[src/design/blk58_pkg.sv]
// Shared constants, types and helper functions for the block base58 encoder.
// Used by blk58_ctrl, blk58_dpath and block_base58_encoder; no dependencies.
package blk58_pkg;

    // Bytes per block, digits per full block, and the widths that follow
    localparam int BLOCK_BYTES = 8;
    localparam int MAX_DIGITS  = 11;
    localparam int CHUNK_BITS  = 16;
    localparam int CHUNKS      = 64 / CHUNK_BITS;

    // Reciprocal of 58 for a 22-bit dividend: q = (x * RECIP_58) >> RECIP_SHIFT
    localparam int          RECIP_SHIFT = 27;
    localparam logic [21:0] RECIP_58    = 22'd2314099;

    // Controller to datapath commands
    typedef struct packed {
        logic       accept;     // input item taken this cycle
        logic       step;       // run one 16-bit long-division step
        logic       digit_wr;   // store the remainder as a finished digit
        logic [3:0] digit_idx;  // digit slot, least significant first
        logic [3:0] rd_idx;     // digit slot shown on the output
    } t_cmd;

    // Datapath to controller status
    typedef struct packed {
        logic       flush;      // the byte on the input closes a block
        logic [3:0] len;        // characters in the block being converted
    } t_status;

    // Characters produced for a block of n bytes
    function automatic logic [3:0] run_length(input logic [3:0] n);
        logic [3:0] len;
        len = 4'd0;
        case (n)
            4'd1:    len = 4'd2;
            4'd2:    len = 4'd3;
            4'd3:    len = 4'd5;
            4'd4:    len = 4'd6;
            4'd5:    len = 4'd7;
            4'd6:    len = 4'd9;
            4'd7:    len = 4'd10;
            4'd8:    len = 4'd11;
            default: len = 4'd0;
        endcase
        return len;
    endfunction

    // Base58 digit to ASCII, skipping 0, O, I and l
    function automatic logic [6:0] digit_char(input logic [5:0] d);
        logic [6:0] dd;
        logic [6:0] c;
        dd = {1'b0, d};
        if (d <= 6'd8) begin
            c = dd + 7'd49;
        end else if (d <= 6'd16) begin
            c = dd + 7'd56;
        end else if (d <= 6'd21) begin
            c = dd + 7'd57;
        end else if (d <= 6'd32) begin
            c = dd + 7'd58;
        end else if (d <= 6'd43) begin
            c = dd + 7'd64;
        end else begin
            c = dd + 7'd65;
        end
        return c;
    endfunction

endpackage

[src/design/blk58_ctrl.sv]
// Controller for the block base58 encoder: byte intake, conversion sequencing
// and character output. Depends on blk58_pkg for the command and status types.
module blk58_ctrl (
    input  logic               i_clk,
    input  logic               i_rst_n,
    input  logic               i_s_tvalid,
    output logic               o_s_tready,
    output logic               o_m_tvalid,
    input  logic               i_m_tready,
    input  blk58_pkg::t_status i_status,
    output blk58_pkg::t_cmd    o_cmd
);

    typedef enum logic [1:0] {
        S_IDLE,
        S_CONV,
        S_SEND
    } t_state;

    t_state     r_state;
    logic       r_s_ready;
    logic       r_m_valid;
    logic [1:0] r_chunk;
    logic [3:0] r_digit;
    logic [3:0] r_rd;
    logic       w_accept;
    logic       w_last_chunk;

    assign w_accept     = i_s_tvalid & r_s_ready;
    assign w_last_chunk = (r_chunk == 2'(blk58_pkg::CHUNKS - 1));

    // Drive datapath commands
    always_comb begin
        o_cmd.accept    = w_accept;
        o_cmd.step      = (r_state == S_CONV);
        o_cmd.digit_wr  = (r_state == S_CONV) & w_last_chunk;
        o_cmd.digit_idx = r_digit;
        o_cmd.rd_idx    = r_rd;
    end

    assign o_s_tready = r_s_ready;
    assign o_m_tvalid = r_m_valid;

    // Sequence: take bytes, divide the block digit by digit, send characters
    always_ff @(posedge i_clk) begin
        if (!i_rst_n) begin
            r_state   <= S_IDLE;
            r_s_ready <= 1'b1;
            r_m_valid <= 1'b0;
            r_chunk   <= 2'd0;
            r_digit   <= 4'd0;
            r_rd      <= 4'd0;
        end else begin
            case (r_state)
                S_IDLE: begin
                    if (w_accept && i_status.flush) begin
                        r_state   <= S_CONV;
                        r_s_ready <= 1'b0;
                        r_chunk   <= 2'd0;
                        r_digit   <= 4'd0;
                    end
                end
                S_CONV: begin
                    r_chunk <= r_chunk + 2'd1;
                    if (w_last_chunk) begin
                        r_digit <= r_digit + 4'd1;
                        if (r_digit == i_status.len - 4'd1) begin
                            r_state   <= S_SEND;
                            r_m_valid <= 1'b1;
                            r_rd      <= r_digit;
                        end
                    end
                end
                S_SEND: begin
                    if (i_m_tready) begin
                        if (r_rd == 4'd0) begin
                            r_state   <= S_IDLE;
                            r_m_valid <= 1'b0;
                            r_s_ready <= 1'b1;
                        end else begin
                            r_rd <= r_rd - 4'd1;
                        end
                    end
                end
                default: begin
                    r_state   <= S_IDLE;
                    r_s_ready <= 1'b1;
                    r_m_valid <= 1'b0;
                end
            endcase
        end
    end

endmodule

[src/design/blk58_dpath.sv]
// Datapath for the block base58 encoder: byte accumulator, 16-bit-per-step
// division by 58 and digit store. Depends on blk58_pkg.
module blk58_dpath (
    input  logic               i_clk,
    input  logic               i_rst_n,
    input  blk58_pkg::t_cmd    i_cmd,
    input  logic [7:0]         i_data_byte,
    input  logic               i_final_byte,
    output blk58_pkg::t_status o_status,
    output logic [6:0]         o_char_code,
    output logic               o_block_end,
    output logic               o_message_end
);

    logic [63:0] r_acc;
    logic [2:0]  r_count;
    logic [63:0] r_work;
    logic [5:0]  r_rem;
    logic [3:0]  r_len;
    logic        r_last;
    logic [5:0]  r_digits [blk58_pkg::MAX_DIGITS];

    logic [63:0] n_acc;
    logic        w_flush;
    logic [21:0] w_x;
    logic [43:0] w_prod;
    logic [15:0] w_q;
    logic [5:0]  w_q58_lo;
    logic [5:0]  n_rem;

    // Gather the next byte, big-endian
    assign n_acc   = {r_acc[55:0], i_data_byte};
    assign w_flush = i_final_byte | (r_count == 3'(blk58_pkg::BLOCK_BYTES - 1));

    // One long-division step: remainder and the next 16 bits over 58
    assign w_x    = {r_rem, r_work[63:48]};
    assign w_prod = w_x * blk58_pkg::RECIP_58;
    assign w_q    = w_prod[blk58_pkg::RECIP_SHIFT +: blk58_pkg::CHUNK_BITS];
    // Remainder is below 64, so only the low six bits of 58*q matter
    assign w_q58_lo = 6'({w_q[0], 5'b0}) + 6'({w_q[1:0], 4'b0})
                    + 6'({w_q[2:0], 3'b0}) + 6'({w_q[4:0], 1'b0});
    assign n_rem    = w_x[5:0] - w_q58_lo;

    // Hold accumulator and byte count
    always_ff @(posedge i_clk) begin
        if (!i_rst_n) begin
            r_acc   <= '0;
            r_count <= '0;
        end else if (i_cmd.accept) begin
            if (w_flush) begin
                r_acc   <= '0;
                r_count <= '0;
            end else begin
                r_acc   <= n_acc;
                r_count <= r_count + 3'd1;
            end
        end
    end

    // Load the block, then shift quotient chunks in as the division runs
    always_ff @(posedge i_clk) begin
        if (i_cmd.accept && w_flush) begin
            r_work <= n_acc;
            r_rem  <= '0;
            r_len  <= blk58_pkg::run_length({1'b0, r_count} + 4'd1);
            r_last <= i_final_byte;
        end else if (i_cmd.step) begin
            r_work <= {r_work[47:0], w_q};
            r_rem  <= i_cmd.digit_wr ? 6'd0 : n_rem;
        end
    end

    // Store finished digits, least significant first
    always_ff @(posedge i_clk) begin
        if (i_cmd.digit_wr) begin
            r_digits[i_cmd.digit_idx] <= n_rem;
        end
    end

    assign o_status.flush = w_flush;
    assign o_status.len   = r_len;

    // Present the selected digit, most significant first
    assign o_char_code   = blk58_pkg::digit_char(r_digits[i_cmd.rd_idx]);
    assign o_block_end   = (i_cmd.rd_idx == 4'd0);
    assign o_message_end = (i_cmd.rd_idx == 4'd0) & r_last;

endmodule

[src/design/block_base58_encoder.sv]
// Block base58 encoder: 8-byte blocks to 11 characters, partial final block shorter.
// Throughput: one non-closing byte per cycle. A closing byte holds off intake while its
// block is divided digit by digit, 16 bits per step through the single divide-by-58 step,
// and while its characters are sent, one per cycle unless the output stalls.
// Reset (synchronous, active low) empties the accumulator and returns to byte intake.
module block_base58_encoder (
    input  logic       i_clk,
    input  logic       i_rst_n,
    input  logic       i_s_tvalid,
    output logic       o_s_tready,
    input  logic [7:0] i_s_tdata,   // [7:0] data_byte
    input  logic       i_s_tlast,   // final_byte
    output logic       o_m_tvalid,
    input  logic       i_m_tready,
    output logic [7:0] o_m_tdata,   // [6:0] char_code, [7] zero
    output logic       o_m_tuser,   // [0] block_end
    output logic       o_m_tlast    // message_end
);

    blk58_pkg::t_cmd    w_cmd;
    blk58_pkg::t_status w_status;
    logic [6:0]         w_char;

    blk58_ctrl u_ctrl (
        .i_clk      (i_clk),
        .i_rst_n    (i_rst_n),
        .i_s_tvalid (i_s_tvalid),
        .o_s_tready (o_s_tready),
        .o_m_tvalid (o_m_tvalid),
        .i_m_tready (i_m_tready),
        .i_status   (w_status),
        .o_cmd      (w_cmd)
    );

    blk58_dpath u_dpath (
        .i_clk         (i_clk),
        .i_rst_n       (i_rst_n),
        .i_cmd         (w_cmd),
        .i_data_byte   (i_s_tdata),
        .i_final_byte  (i_s_tlast),
        .o_status      (w_status),
        .o_char_code   (w_char),
        .o_block_end   (o_m_tuser),
        .o_message_end (o_m_tlast)
    );

    // Pad the character to a whole byte
    assign o_m_tdata = {1'b0, w_char};

endmodule

[config.mk]
export PLATFORM = sky130hd
export DESIGN_NAME = block_base58_encoder
export DESIGN_NICKNAME = d
export VERILOG_FILES = /design/src/design/blk58_pkg.sv /design/src/design/blk58_ctrl.sv /design/src/design/blk58_dpath.sv /design/src/design/block_base58_encoder.sv
export SDC_FILE = /design/constraint.sdc
export NUM_CORES = 1
export LEC_CHECK = 0
export ABC_AREA = 1
export BUFFER_PORTS_ARGS = -buffer_cell sky130_fd_sc_hd__buf_2
export CELL_PAD_IN_SITES_DETAIL_PLACEMENT = 1
export CELL_PAD_IN_SITES_GLOBAL_PLACEMENT = 1
export CORE_AREA = 4 4 213 215
export DETAILED_ROUTE_END_ITERATION = 10
export DIE_AREA = 0 0 217 219
export GPL_TIMING_DRIVEN = 1
export PLACE_DENSITY_LB_ADDON = 0.1
export RECOVER_POWER = 100
export SYNTH_ARGS = -nofsm -noshare
export SYNTH_HDL_FRONTEND = slang
export SYNTH_SLANG_ARGS = --single-unit
[constraint.sdc]
create_clock -name i_clk -period 7.13 [get_ports i_clk]
set_input_delay 0.3565 -clock i_clk [delete_from_list [all_inputs] [get_ports i_clk]]
set_output_delay 0.3565 -clock i_clk [all_outputs]
set_load 0.02 [all_outputs]
==> results by group <==
Outcome
  • Status: finished, violations left
  • Violated checks: capacitance limit, slew limit, setup timing

Global route
  • Maximum number of pins on one net before global-route repair: 71
  • Gr usage total: 24.7%
  • First-pass GRT wire length: 91600 µm
  • Number of global-route vias before repair: 16400
  • Grt ovf: 0
  • Initial antenna violation count: 1

Synth
  • Sequential-to-total area share from yosys stat: 29.4%
  • Syn nets: 2642
  • Post-synthesis cell count: 2202
  • Post-synth EDFFs: 135
  • Count of state elements after synthesis: 218
  • Synth warn: 0
  • Synth cell types: 56
  • Synth Area per Inst: 8.83 µm²
  • Synth Cell Area: 19400 µm²
  • Post-synth ARST share: 0%
  • Main synth FF type: edfxtp_1

Clock tree
  • CTS Buffer Depth: 3
  • Cts hold-fix bufs: 0
  • CTS Buf Count: 23
  • Worst-path clk slew: 0.06 ns
  • CTS root buf: clkbuf_16
  • Clk_lat worst skew: 0.53 ns
  • CTS tree: yes
  • Clk sink count: 218
  • H-tree levels: 1

Setup path
  • Worst Reg-to-Reg Cells: 30
  • CP peak stage delay: 0.59 ns
  • Critical path endpoint category: flop
  • RR Startpoint: u_dpath.r_work[62]$_DFFE_PP_
  • R2R Setup Slk: -0.27 ns
  • WS Path Type: flop to flop
  • Critical path arrival: 7.67 ns
  • Reg-to-reg endpoint: u_dpath.r_digits[10][4]$_DFFE_PP_
  • CP max stage cell: fa_2
  • Worst Path Required: 7.40 ns
  • Critical Path Fanout Max: 6
  • CP Launch Type: flop

Routing
  • DR DRC count: 0
  • DR iter-0 viols: 736
  • Vias per cell: 5.04
  • First-pass DRT Iterations: 4
  • Routed Antenna Nets: 0
  • Routed WL per cell: 19.2 µm
  • Drt total wl: 58200 µm
  • Via count: 15300

Timing
  • Worst Max-Slew Pin Slew: 2.78 ns
  • Fmax: 0.135 GHz
  • Final setup TNS: -7.17 ns
  • Crit path time final: 7.40 ns
  • Final setup margin: -0.273 ns
  • Final number of setup-violating endpoints: 37
  • Final number of max-transition violations: 180
  • Clock skew: 0.0179 ns
  • Max_slew headroom: -85.6%
  • RSZ-0062 raised after global routing: yes
  • Part of the cycle the worst path needs: 104%
  • Endpoints failing hold: 0

Finish
  • Post-layout util: 52.8%
  • Layout fillers: 5178
  • Nets: 2860
  • Multi-input logic area: 12200 µm²
  • Fraction of layout cells with a size suffix above 1: 18.1%
  • Post-route cell area: 23100 µm²
  • Area Growth Syn to Fin: 18.8%
  • Register area: 5720 µm²
  • Diodes inserted: 0
  • Finished Layout Cells: 3029

Die
  • Starting density of the core: 44.4%
  • Die area: 47500 µm²
  • Core Box Area: 43700 µm²
  • DIE WIDTH: 217 µm
  • IO Pins: 25
  • Die H: 219 µm
  • Row cnt: 77

Worst hold path
  • Hold wc startpoint: i_s_tdata[2]
  • Hold Path End: u_dpath.r_acc[2]$_SDFFE_PN0P_
  • Hold Crit Class: primary input to flop
  • Worst Hold Depth: 3

Run
  • Max-cap violation count: 3

Placement
  • Detailed Place HPWL: 46300 µm
  • IO buf count: 23
  • Post-DP Area: 21700 µm²
  • DP Cell Count: 2962
  • Global placer's final weighted congestion: 0.931
==> how the worst max path moves through the flow <==
stage	to	cells after the start	startpoint	slack (ns)
final	u_dpath.r_digits[10][4]$_DFFE_PP_	30	u_dpath.r_work[62]$_DFFE_PP_	-0.27
after global placement	u_dpath.r_digits[8][5]$_DFFE_PP_	33	u_dpath.r_work[59]$_DFFE_PP_	-0.40
after global routing	u_dpath.r_digits[9][5]$_DFFE_PP_	33	u_dpath.r_work[62]$_DFFE_PP_	-0.53
after CTS	u_dpath.r_digits[7][5]$_DFFE_PP_	37	u_dpath.r_work[59]$_DFFE_PP_	-0.28
after floorplan	u_dpath.r_digits[0][5]$_DFFE_PP_	37	u_dpath.r_work[57]$_DFFE_PP_	0.008
after detailed placement	u_dpath.r_digits[9][5]$_DFFE_PP_	32	u_dpath.r_work[62]$_DFFE_PP_	-0.63
==> worst max-delay path, delay by kind of cell, from the launching register on <==
kind                       cells  cell delay, ns
DFF                            1            0.37
xor gates and xnor gates       2            0.32
adders and majority gates     12            4.93
and+or+nand+nor                8            0.82
buffers and inverters          8            0.67
==> per-layer routing <==
layer / GRT usage, % / routed length [µm] / vias to the layer above
met2: 41.0 / 27400 / 201
li1: - / - / 7383
met1: 34.5 / 26800 / 7617
met3: 3.90 / 2250 / 71
met4: 5.55 / 1700 / 2
met5: 0 / 13 / -
==> per-stage QoR <==
| stage | hold slack, ns | setup slack, ns |
|---|---|---|
| 2_1_floorplan | 0.445 | 0.00771 |
| 3_3_place_gp | 0.453 | -0.404 |
| 3_5_place_dp | 0.458 | -0.634 |
| 4_1_cts | 0.0294 | -0.277 |
| 5_1_grt | 0.0900 | -0.526 |
| 6_report | 0.0993 | -0.273 |
==> kinds of logic (layout without fill, tap and decap cells) <==
kind of cell / Yosys count / count (layout) / synth area share, %
mux: 2 / 2 / 0.103
flops: 218 / 218 / 29.4
simple gates: 713 / 714 / 15.3
compound gates: 271 / 271 / 8.02
other cells: 1 / 1 / 0.0193
buf+inv: 546 / 780 / 10.8
fa+ha+maj: 427 / 427 / 35.3
xor+xnor: 24 / 24 / 1.08
==> final cells by class <==
cell class                 instances  area share, %
multi-input combinational       1439           53.0
sequential                       218           24.8
inverter                         496           8.09
timing repair buffer             242           7.62
tap                              592           3.21
clock buffer                      33           2.83
clock inverter                     9          0.493
==> placed cells by master, fill, tap and decap left out, types with 3 or more instances in the layout <==
master,instances
a21o_1,3
a21oi_1,119
a21oi_2,9
a21oi_4,4
a31oi_1,6
buf_2,16
buf_4,207
buf_6,7
clkbuf_1,18
clkbuf_16,24
clkinv_1,4
dfxtp_1,79
dfxtp_2,3
edfxtp_1,135
fa_1,195
fa_2,7
ha_1,202
ha_2,6
ha_4,17
inv_1,460
inv_2,33
nand2_1,438
nand2_2,38
nand2_4,14
nand3_1,112
nand3_2,4
nand4_1,4
nor2_1,57
nor2_2,8
nor2_4,5
nor3_1,23
o211ai_1,16
o21ai_0,68
o21ai_1,15
o21ai_2,9
o21bai_1,4
xnor2_1,9
xor2_1,10
==> flip-flops by register name (all words and copies together), names as in the netlist, named ones only <==
name,flops
u_ctrl.o_m_tvalid,1
u_ctrl.o_s_tready,1
u_ctrl.r_chunk,2
u_ctrl.r_digit,4
u_ctrl.r_rd,4
u_ctrl.r_state,2
u_dpath.r_acc,56
u_dpath.r_count,3
u_dpath.r_digits,66
u_dpath.r_last,1
u_dpath.r_len,4
u_dpath.r_rem,6
u_dpath.r_work,64
==> synthesized netlist by cell type, types with 13 or more instances <==
library cell    n  share of area (%)
nand2_1       476                9.2
nand3_1       115                3.0
a21oi_1       128                3.3
xor2_1         13               0.59
inv_1         488                9.4
o21ai_1        16               0.41
fa_1          202                 21
o21ai_0        66                1.7
ha_1          225                 14
nor3_1         24               0.62
o211ai_1       16               0.62
clkbuf_1       38               0.73
nor2_1         67                1.3
dfxtp_1        83                8.5
edfxtp_1      135                 21
==> what timing repair did <==
action | in CTS | in global routing
resized for setup | 70 | 61
gates cloned | 3 | 0
hold endpoints to repair | 0 | 0
endpoints found under the setup margin | 60 | 61
pin swaps | 53 | 49
buffers inserted | 13 | 9
Power is left out: the tool's default activity adds up to more than one toggle a clock period on the data nets, which glitch-free logic cannot reach.
